`config.mk`:
```
export PLATFORM = sky130hd
export DESIGN_NAME = fdl_mix
export DESIGN_NICKNAME = d
export VERILOG_FILES = /design/src/rtl/fdl_pkg.sv /design/src/rtl/fdl_mix.sv
export SDC_FILE = /design/constraint.sdc
export NUM_CORES = 1
export LEC_CHECK = 0
export BUFFER_PORTS_ARGS = -buffer_cell sky130_fd_sc_hd__buf_4
export CORE_MARGIN = 3
export CORE_UTILIZATION = 45
export CTS_CLUSTER_DIAMETER = 200
export CTS_CLUSTER_SIZE = 28
export DETAILED_ROUTE_END_ITERATION = 12
export PLACE_DENSITY = 0.64
export SLEW_MARGIN = 10
export SYNTH_ARGS = -nofsm -noshare
export SYNTH_HDL_FRONTEND = slang
export SYNTH_SLANG_ARGS = --single-unit
```
`constraint.sdc`:
```
create_clock -name clk -period 8.42 [get_ports clk]
set_clock_uncertainty 0.2 [all_clocks]
set_input_delay 1.684 -clock clk [delete_from_list [all_inputs] [get_ports clk]]
set_output_delay 1.684 -clock clk [all_outputs]
set_load 0.02 [all_outputs]
```
`src/rtl/fdl_pkg.sv`:
```
// ----------------------------------------------------------------------------
// fdl_pkg: shared types and constants of the feedback delay line
// Register indexes, gain format and the stage enables of the mix datapath.
// ----------------------------------------------------------------------------
package fdl_pkg;

	// Gain format: 8-bit unsigned, value/255
	localparam int GAIN_BITS = 8;

	// Width of the delay length register
	localparam int LEN_BITS = 17;

	// Configuration port
	localparam int CFG_INDEX_BITS = 3;
	localparam int CFG_DATA_BITS  = LEN_BITS;

	typedef enum logic [CFG_INDEX_BITS-1:0] {
		REG_DELAY_LENGTH  = 3'd0,
		REG_DRY_GAIN      = 3'd1,
		REG_WET_GAIN      = 3'd2,
		REG_STORE_GAIN    = 3'd3,
		REG_FEEDBACK_GAIN = 3'd4
	} cfg_reg_t;

	// Reset values of the registers
	localparam logic [LEN_BITS-1:0]  RST_DELAY_LENGTH  = 17'd1;
	localparam logic [GAIN_BITS-1:0] RST_DRY_GAIN      = 8'd255;
	localparam logic [GAIN_BITS-1:0] RST_WET_GAIN      = 8'd0;
	localparam logic [GAIN_BITS-1:0] RST_STORE_GAIN    = 8'd0;
	localparam logic [GAIN_BITS-1:0] RST_FEEDBACK_GAIN = 8'd0;

	// Load enables of the mix pipeline registers
	typedef struct packed {
		logic s2;
		logic s3;
		logic s4;
		logic s5;
	} stage_en_t;

endpackage

```
`src/rtl/fdl_mix.sv`:
```
// ----------------------------------------------------------------------------
// fdl_mix: weighted sum of two samples, divided by 255 and saturated
// Computes sat(round((a*ga + b*gb)/255)) over four register stages:
// products, sum, rounded magnitude, quotient estimate. The last step
// corrects the estimate and saturates without a register at its end.
// ----------------------------------------------------------------------------
module fdl_mix #(
	parameter int SAMPLE_BITS = 16
) (
	input  logic                                  clk,
	input  fdl_pkg::stage_en_t                    en,
	input  logic signed [SAMPLE_BITS-1:0]         a,
	input  logic [fdl_pkg::GAIN_BITS-1:0]         ga,
	input  logic signed [SAMPLE_BITS-1:0]         b,
	input  logic [fdl_pkg::GAIN_BITS-1:0]         gb,
	output logic signed [SAMPLE_BITS-1:0]         q
);

	localparam int GB   = fdl_pkg::GAIN_BITS;
	localparam int DIV  = (1 << GB) - 1;          // 255
	localparam int HALF = DIV / 2;                // 127, round to nearest
	localparam int PW   = SAMPLE_BITS + GB + 1;   // product
	localparam int SW   = PW + 1;                 // sum of two products
	localparam int MW   = SAMPLE_BITS + GB;       // rounded magnitude
	localparam int NT   = (MW - 1) / GB;          // terms of the 1/255 series
	localparam int QW   = SAMPLE_BITS + 2;        // quotient
	localparam int RW   = $clog2(DIV * (NT + 1)); // remainder
	localparam int CNTW = $clog2(NT + 1);

	localparam logic [QW-1:0] LIM = QW'(1) << (SAMPLE_BITS - 1);

	logic signed [PW-1:0] pa_s2, pb_s2;
	logic signed [SW-1:0] sum_s3;
	logic [MW-1:0]        m_s4, m_s5;
	logic                 neg_s4, neg_s5;
	logic [QW-1:0]        qa_s5;

	logic signed [SW-1:0] m_full;
	logic [QW-1:0]        qa_c;
	logic [RW-1:0]        r_c;
	logic [CNTW-1:0]      cnt_c;
	logic [QW-1:0]        q_c;
	logic [QW-1:0]        qn_c;

	// stage 2: products
	always_ff @(posedge clk) begin
		if (en.s2) begin
			pa_s2 <= $signed(a) * $signed({1'b0, ga});
			pb_s2 <= $signed(b) * $signed({1'b0, gb});
		end
	end

	// stage 3: weighted sum
	always_ff @(posedge clk) begin
		if (en.s3) begin
			sum_s3 <= SW'(pa_s2) + SW'(pb_s2);
		end
	end

	// |sum| + 127 in one add
	always_comb begin
		if (sum_s3[SW-1]) begin
			m_full = SW'(HALF) - sum_s3;
		end else begin
			m_full = sum_s3 + SW'(HALF);
		end
	end

	// stage 4: rounded magnitude and sign
	always_ff @(posedge clk) begin
		if (en.s4) begin
			m_s4   <= MW'(unsigned'(m_full));
			neg_s4 <= sum_s3[SW-1];
		end
	end

	// m/255 estimate: m/256 + m/65536 + ..., low by at most NT
	always_comb begin
		qa_c = '0;
		for (int k = 1; k <= NT; k++) begin
			qa_c = qa_c + QW'(m_s4 >> (GB * k));
		end
	end

	// stage 5: estimate
	always_ff @(posedge clk) begin
		if (en.s5) begin
			qa_s5  <= qa_c;
			m_s5   <= m_s4;
			neg_s5 <= neg_s4;
		end
	end

	// remainder m - 255*qa is small, so only its low bits are needed
	always_comb begin
		r_c   = RW'(m_s5) - RW'(qa_s5 << GB) + RW'(qa_s5);
		cnt_c = '0;
		for (int j = 1; j <= NT; j++) begin
			if (r_c >= RW'(j * DIV)) begin
				cnt_c = cnt_c + CNTW'(1);
			end
		end
		q_c  = qa_s5 + QW'(cnt_c);
		qn_c = ~q_c + QW'(1);
	end

	// apply sign and saturate
	always_comb begin
		if (neg_s5) begin
			if (q_c > LIM) begin
				q = SAMPLE_BITS'(LIM);
			end else begin
				q = SAMPLE_BITS'(qn_c);
			end
		end else begin
			if (q_c >= LIM) begin
				q = SAMPLE_BITS'(LIM - QW'(1));
			end else begin
				q = SAMPLE_BITS'(q_c);
			end
		end
	end

endmodule

```
==> results.txt, run 1 <==
FF-to-FF setup slack: 5.25 ns
Pre-Repair DR Iteration Count: 5
Slew @ Worst Pin: 0.9153 ns
Final hold violations: 0
Drt initial violations: 440
Vias per inst: 5.217
P_leak: 8.692 nW
WS Path Type: reg -> out
Htree depth: 4
Max-slew headroom: 38.98%
Hold Crit Class: reg -> reg
Clock sinks: 128
Seq pwr share: 19.0%
Crit Reg-Reg Startpoint: pb_s2[2]
Cells after Synth: 1769
First-pass GRT wire length: 57.75 mm
Count leader, synth: inv_1
Maxcap violations: 0
TNS Setup: 0 ns
Initial Util: 45.86%
ANT nets after route: 0
Average wire per standard cell: 14.54 µm
Die H: 199.6 µm
Worst IR Drop VDD: 0.0005233 V
Int Pwr: 4.199 mW
Post-synth EDFFs: 128
Synth top area share: 24.68%
Status: finished, final reports clean
DIE AREA: 39850 µm²
Largest net degree at the start of global routing: 51
Endpoint of the worst register-to-register path: sum_s3[25]
Netlist cell types: 73
Clock Power Share: 8.9%
DP Wirelength: 27.06 mm
YS warnings: 0
Grt ovf: 0
CP Max Fanout: 12
Hold Path Sink: m_s5[5]
Critical Path AT: 6.13 ns
Vias: 12031
Longest Clk Path Bufs: 2
Final non-filler cell total: 2306
Clk_lat worst skew: 0.42 ns
Worst setup EP type: output port
Area delta synth->final: 9.352%
Fillers: 3404
CTS tree: built
Wirelength, routed: 33.52 mm
Synthesis-stage register bit count: 128
Global placement routability congestion: 0.8475
FFs w/ async S/R, synth: 0%
Count of boundary I/O pins: 69
Synth cell count leaders: inv_1 (342), fa_1 (208), and2_1 (166), nand2_1 (164), ha_1 (156)
Sequential cell area fraction in the yosys report: 22.78%
Comb pwr share: 72.1%
Diodes inserted: 0
Remaining DRCs: 0
Initial antenna violation count: 0
Endpoints failing setup: 0
Layout Utilization: 50.15%
Post-synthesis cell type with the largest combined area: fa_1
Minimum clock period: 8.014 ns
Period utilisation layout: 95.17%
CP required: 6.54 ns
Vias in the first global route: 12333
CTS buffer count: 17
Net Sw Power: 3.783 mW
Startpoint Class: flip-flop
Fmax: 124.8 MHz
IO buf count: 68
Cell Area, Synth: 16870 µm²
Dpl cells: 2272
Hold depth: 0
Cell row count: 70
Mean Syn Cell Area: 9.537 µm²
Root buffer cell: clkbuf_16
Synth area leaders: fa_1 (25%), edfxtp_1 (23%), ha_1 (12%), inv_1 (7.6%), and2_1 (6.2%)
GRT Util Overall: 17.64%
PD cells: 432.7 nW/µm²
Layout cells sized above 1: 7.454%
Clock-pin slew of the registers on the worst-case setup and hold paths: 0.06 ns
Startpoint of the worst hold path: m_s4[5]
Switch share: 47.39%
Worst reg-to-reg path cell count: 9
Layout net count: 2242
Synth Flop Type: edfxtp_1
Post-CTS Hold Fix Bufs: 0
Core area: 36790 µm²
RSZ-0062 raised after global routing: no
Slew Viols, Final: 0
Syn Nets: 2186
Die Span X: 199.6 µm
cells by family (layout without fill, tap and decap cells):
group	Yosys count	count (layout)	share of synthesized area [%]
flip-flops	128	128	22.78
AO/OA/AOI/OAI	257	257	10.08
AND/OR/NAND/NOR	527	527	16.33
buffers and inverters	376	445	8.454
XOR/XNOR	114	114	5.918
multiplexers	3	3	0.1854
adder cells (fa/ha/maj)	364	364	36.25
final cells by class:
| type | instances | area, µm² | area share, % |
|---|---|---|---|
| clock buffers | 17 | 425.4 | 2.306 |
| clock inverters | 15 | 146.4 | 0.7935 |
| flip-flops and latches | 128 | 3844 | 20.83 |
| well taps | 468 | 585.6 | 3.174 |
| inverters | 342 | 1284 | 6.958 |
| multi-input cells | 1265 | 11630 | 63.05 |
| repair buffers | 71 | 533.0 | 2.889 |
worst max-delay path, cell delays in order, from the launching register on:
cell	delay, ns
edfxtp_1	0.40
inv_1	0.09
ha_1	0.28
inv_1	0.05
ha_1	0.36
a21oi_4	0.20
o21ai_0	0.14
a21oi_2	0.22
xor2_1	0.08
or4_1	0.52
nor4_2	0.30
a211o_1	0.19
ha_1	0.13
ha_1	0.19
inv_1	0.07
fa_1	0.41
and4b_2	0.38
nand2_2	0.11
a211oi_4	0.26
o2111ai_2	0.21
nor3_4	0.28
a21oi_2	0.10
and2_4	0.23
a311oi_1	0.29
buf_4	0.19
power groups by stage:
stage	Clock [mW]	Combinational [mW]	Sequential, mW
global route	0.753	6.57	1.56
finish	0.711	5.75	1.52
global placement	0	5.58	1.53
CTS	0.725	5.78	1.52
detailed placement	0	5.74	1.54
floorplan	0	4.56	1.43
repair_timing:
item,CTS,global route
gates resized for setup,1,5
setup endpoints to repair,2,15
setup buffers,0,2
gates cloned,0,0
stage by stage:
step	area [µm²]	setup WS, ns	total power [mW]	hold WS (ns)
after CTS	18410	0.01052	8.031	0.2193
final	18450	0.4065	7.982	0.2177
after detailed placement	17830	0.4002	7.272	0.2045
after floorplan	16870	1.030	5.991	0.2003
after global routing	18450	0.02831	8.877	0.2318
after global placement	17830	0.6630	7.112	0.2023
registers in the layout (all words and copies together) (netlist names):
signal / count
m_s4: 24
m_s5: 10
neg_s4: 1
neg_s5: 1
pa_s2: 25
pb_s2: 25
qa_s5: 17
sum_s3: 25
layout by cell type, fill, tap and decap left out, types with 9 or more instances in the layout:
master / count
nand2_1: 164
and3_1: 12
buf_4: 71
nand3_1: 29
fa_1: 208
inv_1: 342
xor2_1: 32
nor2_1: 60
a21oi_1: 81
clkbuf_16: 17
nand4_1: 13
ha_1: 156
o21ai_0: 47
xnor2_1: 82
nor3_1: 20
edfxtp_1: 128
nand2b_1: 10
a21o_1: 25
o211ai_1: 9
nor2b_1: 13
and2_1: 166
layer usage:
metal,routed length (µm),global-route usage (%),vias up
met4,800,5.273,0
met1,14330,22.00,5954
met3,843,1.973,42
li1,-,-,5872
met2,17540,32.25,163
met5,0,0,-
worst max path at each step:
stage	startpoint	to	slack [ns]
2_1_floorplan	qa_s5[2]	q[12]	1.03
3_3_place_gp	qa_s5[2]	q[12]	0.66
3_5_place_dp	qa_s5[2]	q[12]	0.40
4_1_cts	qa_s5[2]	q[12]	0.01
5_1_grt	qa_s5[3]	q[12]	0.03
6_report	qa_s5[2]	q[3]	0.41
Power figures use the tool's default switching activity.
==> inputs of run 2 (changes only) <==
CORE_MARGIN = default   (was 3)
==> run 2 against run 1 <==
Net effect: via count fell by 1.1%; global-route usage rose by 0.97 points; sequential power barely moved; clock power rose by 3.2%; first-iteration DRC count rose by 15%; sequential cell count did not move.
==> results.txt, run 2 (same netlist as run 1, synthesis figures left out) <==
Status: finished, final reports clean (unchanged)
Slew @ Worst Pin: 0.9502 ns (was 0.9153 ns)
Startpoint Class: flip-flop (unchanged)
WS Path Type: reg -> out (unchanged)
Hold Crit Class: reg -> reg (unchanged)
Period utilisation layout: 95.81% (was 95.17%)
Post-CTS Hold Fix Bufs: 0 (unchanged)
Endpoints failing setup: 0 (unchanged)
Critical Path AT: 6.18 ns (was 6.13 ns)
Fmax: 124.0 MHz (was 124.8 MHz)
Root buffer cell: clkbuf_16 (unchanged)
Clock sinks: 128 (unchanged)
Switch share: 47.35% (was 47.39%)
Diodes inserted: 0 (unchanged)
Vias in the first global route: 12592 (was 12333)
Area delta synth->final: 9.344% (was 9.352%)
CTS tree: built (unchanged)
Htree depth: 4 (unchanged)
Die Span X: 195.6 µm (was 199.6 µm)
Startpoint of the worst hold path: m_s4[4] (was m_s4[5])
Maxcap violations: 0 (unchanged)
Average wire per standard cell: 14.36 µm (was 14.54 µm)
Initial Util: 45.86% (unchanged)
TNS Setup: 0 ns (unchanged)
Worst IR Drop VDD: 0.0004345 V (was 0.0005233 V)
Clock Power Share: 9.2% (was 8.9%)
Vias: 11896 (was 12031)
Cell row count: 70 (unchanged)
P_leak: 8.697 nW (was 8.692 nW)
GRT Util Overall: 18.61% (was 17.64%)
DP Wirelength: 26.83 mm (was 27.06 mm)
Layout cells sized above 1: 7.407% (was 7.454%)
Dpl cells: 2272 (unchanged)
Net Sw Power: 3.775 mW (was 3.783 mW)
Final non-filler cell total: 2304 (was 2306)
CP required: 6.54 ns (about the same)
Int Pwr: 4.198 mW (was 4.199 mW)
First-pass GRT wire length: 58.44 mm (was 57.75 mm)
DIE AREA: 38270 µm² (was 39850 µm²)
Pre-Repair DR Iteration Count: 6 (was 5)
Global placement routability congestion: 0.8602 (was 0.8475)
ANT nets after route: 0 (unchanged)
PD cells: 432.2 nW/µm² (was 432.7 nW/µm²)
Longest Clk Path Bufs: 2 (unchanged)
Die H: 195.6 µm (was 199.6 µm)
Count of boundary I/O pins: 69 (unchanged)
Vias per inst: 5.163 (was 5.217)
CTS buffer count: 17 (unchanged)
Regs by FF count: pa_s2 x25, pb_s2 x25, sum_s3 x25 (unchanged)
Clk_lat worst skew: 0.42 ns (about the same)
Clock-pin slew of the registers on the worst-case setup and hold paths: 0.06 ns (about the same)
Grt ovf: 0 (unchanged)
CP Max Fanout: 12 (unchanged)
Seq pwr share: 19.1% (was 19.0%)
Max-slew headroom: 36.65% (was 38.98%)
Initial antenna violation count: 0 (unchanged)
Layout net count: 2240 (was 2242)
Minimum clock period: 8.067 ns (was 8.014 ns)
Remaining DRCs: 0 (unchanged)
Comb pwr share: 71.7% (was 72.1%)
Core area: 36790 µm² (unchanged)
Final hold violations: 0 (unchanged)
Worst setup EP type: output port (unchanged)
Slew Viols, Final: 0 (unchanged)
Worst setup path start: qa_s5[2] (unchanged)
Most frequent cells in the layout: inv_1 (342), fa_1 (208), and2_1 (166) (unchanged)
Wirelength, routed: 33.09 mm (was 33.52 mm)
Largest net degree at the start of global routing: 51 (unchanged)
Commonest non-fill, non-tap cell in the layout: inv_1 (unchanged)
Drt initial violations: 505 (was 440)
IO buf count: 68 (unchanged)
Crit Reg-Reg Startpoint: pb_s2[2] (unchanged)
==> run 2: area by class of cell <==
class	count	area [µm²]
Fill cell	3404	18340
Multi-Input combinational cell	1265	11620
Sequential cell	128	3844
Inverter	342	1284
Tap cell	468	585.6
Timing Repair Buffer	69	518.0
Clock buffer	17	425.4
Clock inverter	15	167.7
==> run 2: critical path: stages (launching register included) <==
cell	delay [ns]
edfxtp_1	0.46
inv_1	0.11
ha_1	0.28
inv_1	0.04
ha_1	0.35
a21oi_4	0.20
o21ai_0	0.13
a21oi_2	0.24
xor2_1	0.09
or4_1	0.52
nor4_2	0.30
a211o_1	0.18
ha_1	0.13
ha_1	0.17
inv_1	0.06
fa_1	0.41
and4b_2	0.38
nand2_2	0.09
a211oi_2	0.30
o2111ai_2	0.22
nor3_4	0.28
a21oi_2	0.10
and2_4	0.23
a311oi_1	0.29
buf_4	0.19
==> run 2: metrics by stage <==
step	hold WS [ns]	utilization (%)	total power [mW]	area, µm²	setup slack (ns)
5_1_grt	0.2307	50.15	8.888	18450	-0.01336
4_1_cts	0.2227	50.10	8.042	18430	0.1002
2_1_floorplan	0.2003	-	5.991	16870	1.030
3_5_place_dp	0.2072	48.48	7.264	17830	0.4647
3_3_place_gp	0.2032	48.48	7.114	17830	0.6673
6_report	0.2209	50.15	7.973	18450	0.3527
==> run 2: power groups by stage <==
| stage | Sequential [mW] | Combinational (mW) | Clock, mW |
|---|---|---|---|
| floorplan | 1.43 | 4.56 | 0 |
| global placement | 1.53 | 5.59 | 0 |
| detailed placement | 1.54 | 5.73 | 0 |
| CTS | 1.53 | 5.77 | 0.750 |
| global route | 1.56 | 6.55 | 0.779 |
| finish | 1.52 | 5.72 | 0.734 |
==> run 2: final timing paths <==
| check | end | slack [ns] | cells past startpoint |
|---|---|---|---|
| hold reg to reg | m_s5[4] | 0.22 | 0 |
| setup reg to reg | sum_s3[25] | 5.26 | 9 |
| setup / recovery | q[3] | 0.35 | 24 |
| hold / removal | m_s5[4] | 0.22 | 0 |
==> run 2: layer usage <==
metal	GRT usage [%]	share of wire [%]
met5	0	0
met4	4.579	1.8
met3	2.332	2.1
met2	34.52	53
met1	22.73	43
==> run 2: what timing repair did <==
action | CTS | global route
buffers inserted | 0 | 0
endpoints found under the hold margin | 0 | 0
endpoints found under the setup margin | 1 | 13
cloned | 0 | 0
resized for setup | 1 | 4
==> inputs of run 3 (changes only) <==
CORE_UTILIZATION = 65   (was 45)
PLACE_DENSITY = 0.86   (was 0.64)
clock period = 9.47 ns   (was 8.42 ns; I/O delays follow)
==> run 3 against run 2 <==
Net effect: core utilization grew 22 points; hold slack worse by 0.0036 ns; global-route usage rose by 9.9 points; register-to-register slack better by 1.2 ns; die area shrank 30%; setup slack improved by 0.48 ns; final cell count shrank 5.9%; critical path depth stayed put; routed wire length is 5.2% higher; sequential share of layout area rose by 0.25 points.
==> results.txt, run 3 (same netlist as run 1, synthesis figures left out) <==
Status: finished, final reports clean (unchanged)
Post-CTS sizing: 0 (was 1)
Worst setup EP type: output port (unchanged)
WS Path Type: reg -> out (unchanged)
Average wire per standard cell: 16.07 µm (was 14.36 µm)
Slew Viols, Final: 0 (unchanged)
Diodes inserted: 0 (unchanged)
CP Max Fanout: 12 (unchanged)
DP Wirelength: 27.66 mm (was 26.83 mm)
Minimum clock period: 8.635 ns
TNS Setup: 0 ns (unchanged)
Initial Util: 66.61% (was 45.86%)
CTS tree: built (unchanged)
Initial antenna violation count: 0 (unchanged)
Post-CTS setup buffer count: 0 (unchanged)
RSZ-0062 raised after global routing: no
Clock-pin slew of the registers on the worst-case setup and hold paths: 0.06 ns (about the same)
Cell row count: 58 (was 70)
Slew @ Worst Pin: 0.9129 ns (was 0.9502 ns)
Htree depth: 4 (unchanged)
Drt initial violations: 942 (was 505)
CP required: 7.38 ns (was 6.54 ns)
Hold Crit Class: reg -> reg (unchanged)
Largest net degree at the start of global routing: 51 (unchanged)
Post-CTS Hold Fix Bufs: 0 (unchanged)
First-pass GRT wire length: 60.37 mm (was 58.44 mm)
Hold depth: 0 (unchanged)
Fillers: 1814 (was 3404)
DIE AREA: 26600 µm² (was 38270 µm²)
Die Span X: 163.1 µm (was 195.6 µm)
Layout cells sized above 1: 7.186% (was 7.407%)
Core area: 25330 µm² (was 36790 µm²)
Final hold violations: 0 (unchanged)
Fmax: 115.8 MHz
Critical Path AT: 6.54 ns (was 6.18 ns)
Maxcap violations: 0 (unchanged)
Register area: 3844 µm² (unchanged)
Wirelength, routed: 34.82 mm (was 33.09 mm)
Clk_lat worst skew: 0.42 ns (about the same)
Remaining DRCs: 0 (unchanged)
Most frequent cells in the layout: inv_1 (342), fa_1 (208), and2_1 (166) (unchanged)
FF-to-FF setup slack: 6.43 ns (was 5.26 ns)
GRT Util Overall: 28.47% (was 18.61%)
ANT nets after route: 0 (unchanged)
Pre-Repair DR Iteration Count: 7 (was 6)
Multi-input logic area: 11600 µm² (was 11620 µm²)
Layout net count: 2241 (was 2240)
Vias in the first global route: 13280 (was 12592)
Endpoint of the worst register-to-register path: qa_s5[14] (was sum_s3[25])
Area delta synth->final: 8.039% (was 9.344%)
Worst reg-to-reg path cell count: 11 (was 9)
Vias: 12594 (was 11896)
Die H: 163.1 µm (was 195.6 µm)
Commonest non-fill, non-tap cell in the layout: inv_1 (unchanged)
Endpoints failing setup: 0 (unchanged)
Count of boundary I/O pins: 69 (unchanged)
Root buffer cell: clkbuf_16 (unchanged)
Crit Reg-Reg Startpoint: m_s4[16] (was pb_s2[2])
Max-slew headroom: 38.34% (was 36.65%)
Worst setup path start: qa_s5[2] (unchanged)
Startpoint Class: flip-flop (unchanged)
Grt ovf: 0 (unchanged)
Regs by FF count: pa_s2 x25, pb_s2 x25, sum_s3 x25 (unchanged)
IO buf count: 68 (unchanged)
Global placement routability congestion: 0.8837 (was 0.8602)
Period utilisation layout: 91.18%
Startpoint of the worst hold path: m_s4[7] (was m_s4[4])
Hold Path Sink: m_s5[7] (was m_s5[4])
Vias per inst: 5.812 (was 5.163)
Longest Clk Path Bufs: 2 (unchanged)
CTS buffer count: 17 (unchanged)
Clock sinks: 128 (unchanged)
run 3: cell count changes in the layout (fill, tap and decap cells not counted), sizes merged:
cell and change:
clkinv +3, clkinvlp +2, inv -5, buf +1
run 3: layout make-up:
cell class / count / share of cell area (%)
tap: 330 / 2.265
clock inverter: 15 / 0.7414
multi-input combinational: 1265 / 63.65
inverter: 342 / 7.043
timing repair buffer: 70 / 2.883
sequential: 128 / 21.09
clock buffer: 17 / 2.334
run 3: worst max-delay path by stage:
stage / end
6_report: q[12]
5_1_grt: q[12]
2_1_floorplan: q[12]
3_3_place_gp: q[12]
4_1_cts: q[12]
3_5_place_dp: q[12]
run 3: per-layer routing:
layer / part of all wire (%) / vias up / track usage (%)
met5: 0 / - / 0
met4: 2.9 / 0 / 10.62
met3: 4.1 / 74 / 3.834
met2: 54 / 364 / 53.29
met1: 39 / 6287 / 32.87
li1: - / 5869 / -
run 3: worst max-delay path, stage by stage, from the launching register on:
cell	delay, ns
edfxtp_1	0.45
inv_1	0.12
ha_1	0.30
inv_1	0.05
ha_1	0.34
a21oi_1	0.32
o21ai_0	0.13
a21oi_1	0.30
xor2_1	0.11
or4_1	0.50
nor4_1	0.36
a211o_1	0.20
ha_1	0.14
ha_1	0.19
inv_1	0.06
fa_1	0.41
and4b_1	0.39
nand2_2	0.11
a211oi_2	0.31
o2111ai_2	0.21
nor3_4	0.27
a21oi_2	0.10
and2_4	0.23
a311oi_1	0.31
buf_4	0.20
run 3: through the flow:
| step | hold WS, ns | worst slack (ns) | utilization [%] | instances | instance area [µm²] |
|---|---|---|---|---|---|
| finish | 0.2173 | 0.8352 | 71.97 | 2167 | 18230 |
| global route | 0.2187 | 0.3785 | 71.97 | 2167 | 18230 |
| CTS | 0.2194 | 0.8332 | 71.97 | 2167 | 18230 |
| detailed placement | 0.2088 | 1.315 | 69.76 | 2135 | 17670 |
| global placement | 0.2015 | 1.548 | 69.76 | 2135 | 17670 |
| floorplan | 0.2003 | 1.870 | - | 1769 | 16870 |
Power of run 3 is left out: the tool's default activity adds up to more than one toggle a clock period on the data nets, which glitch-free logic cannot reach.
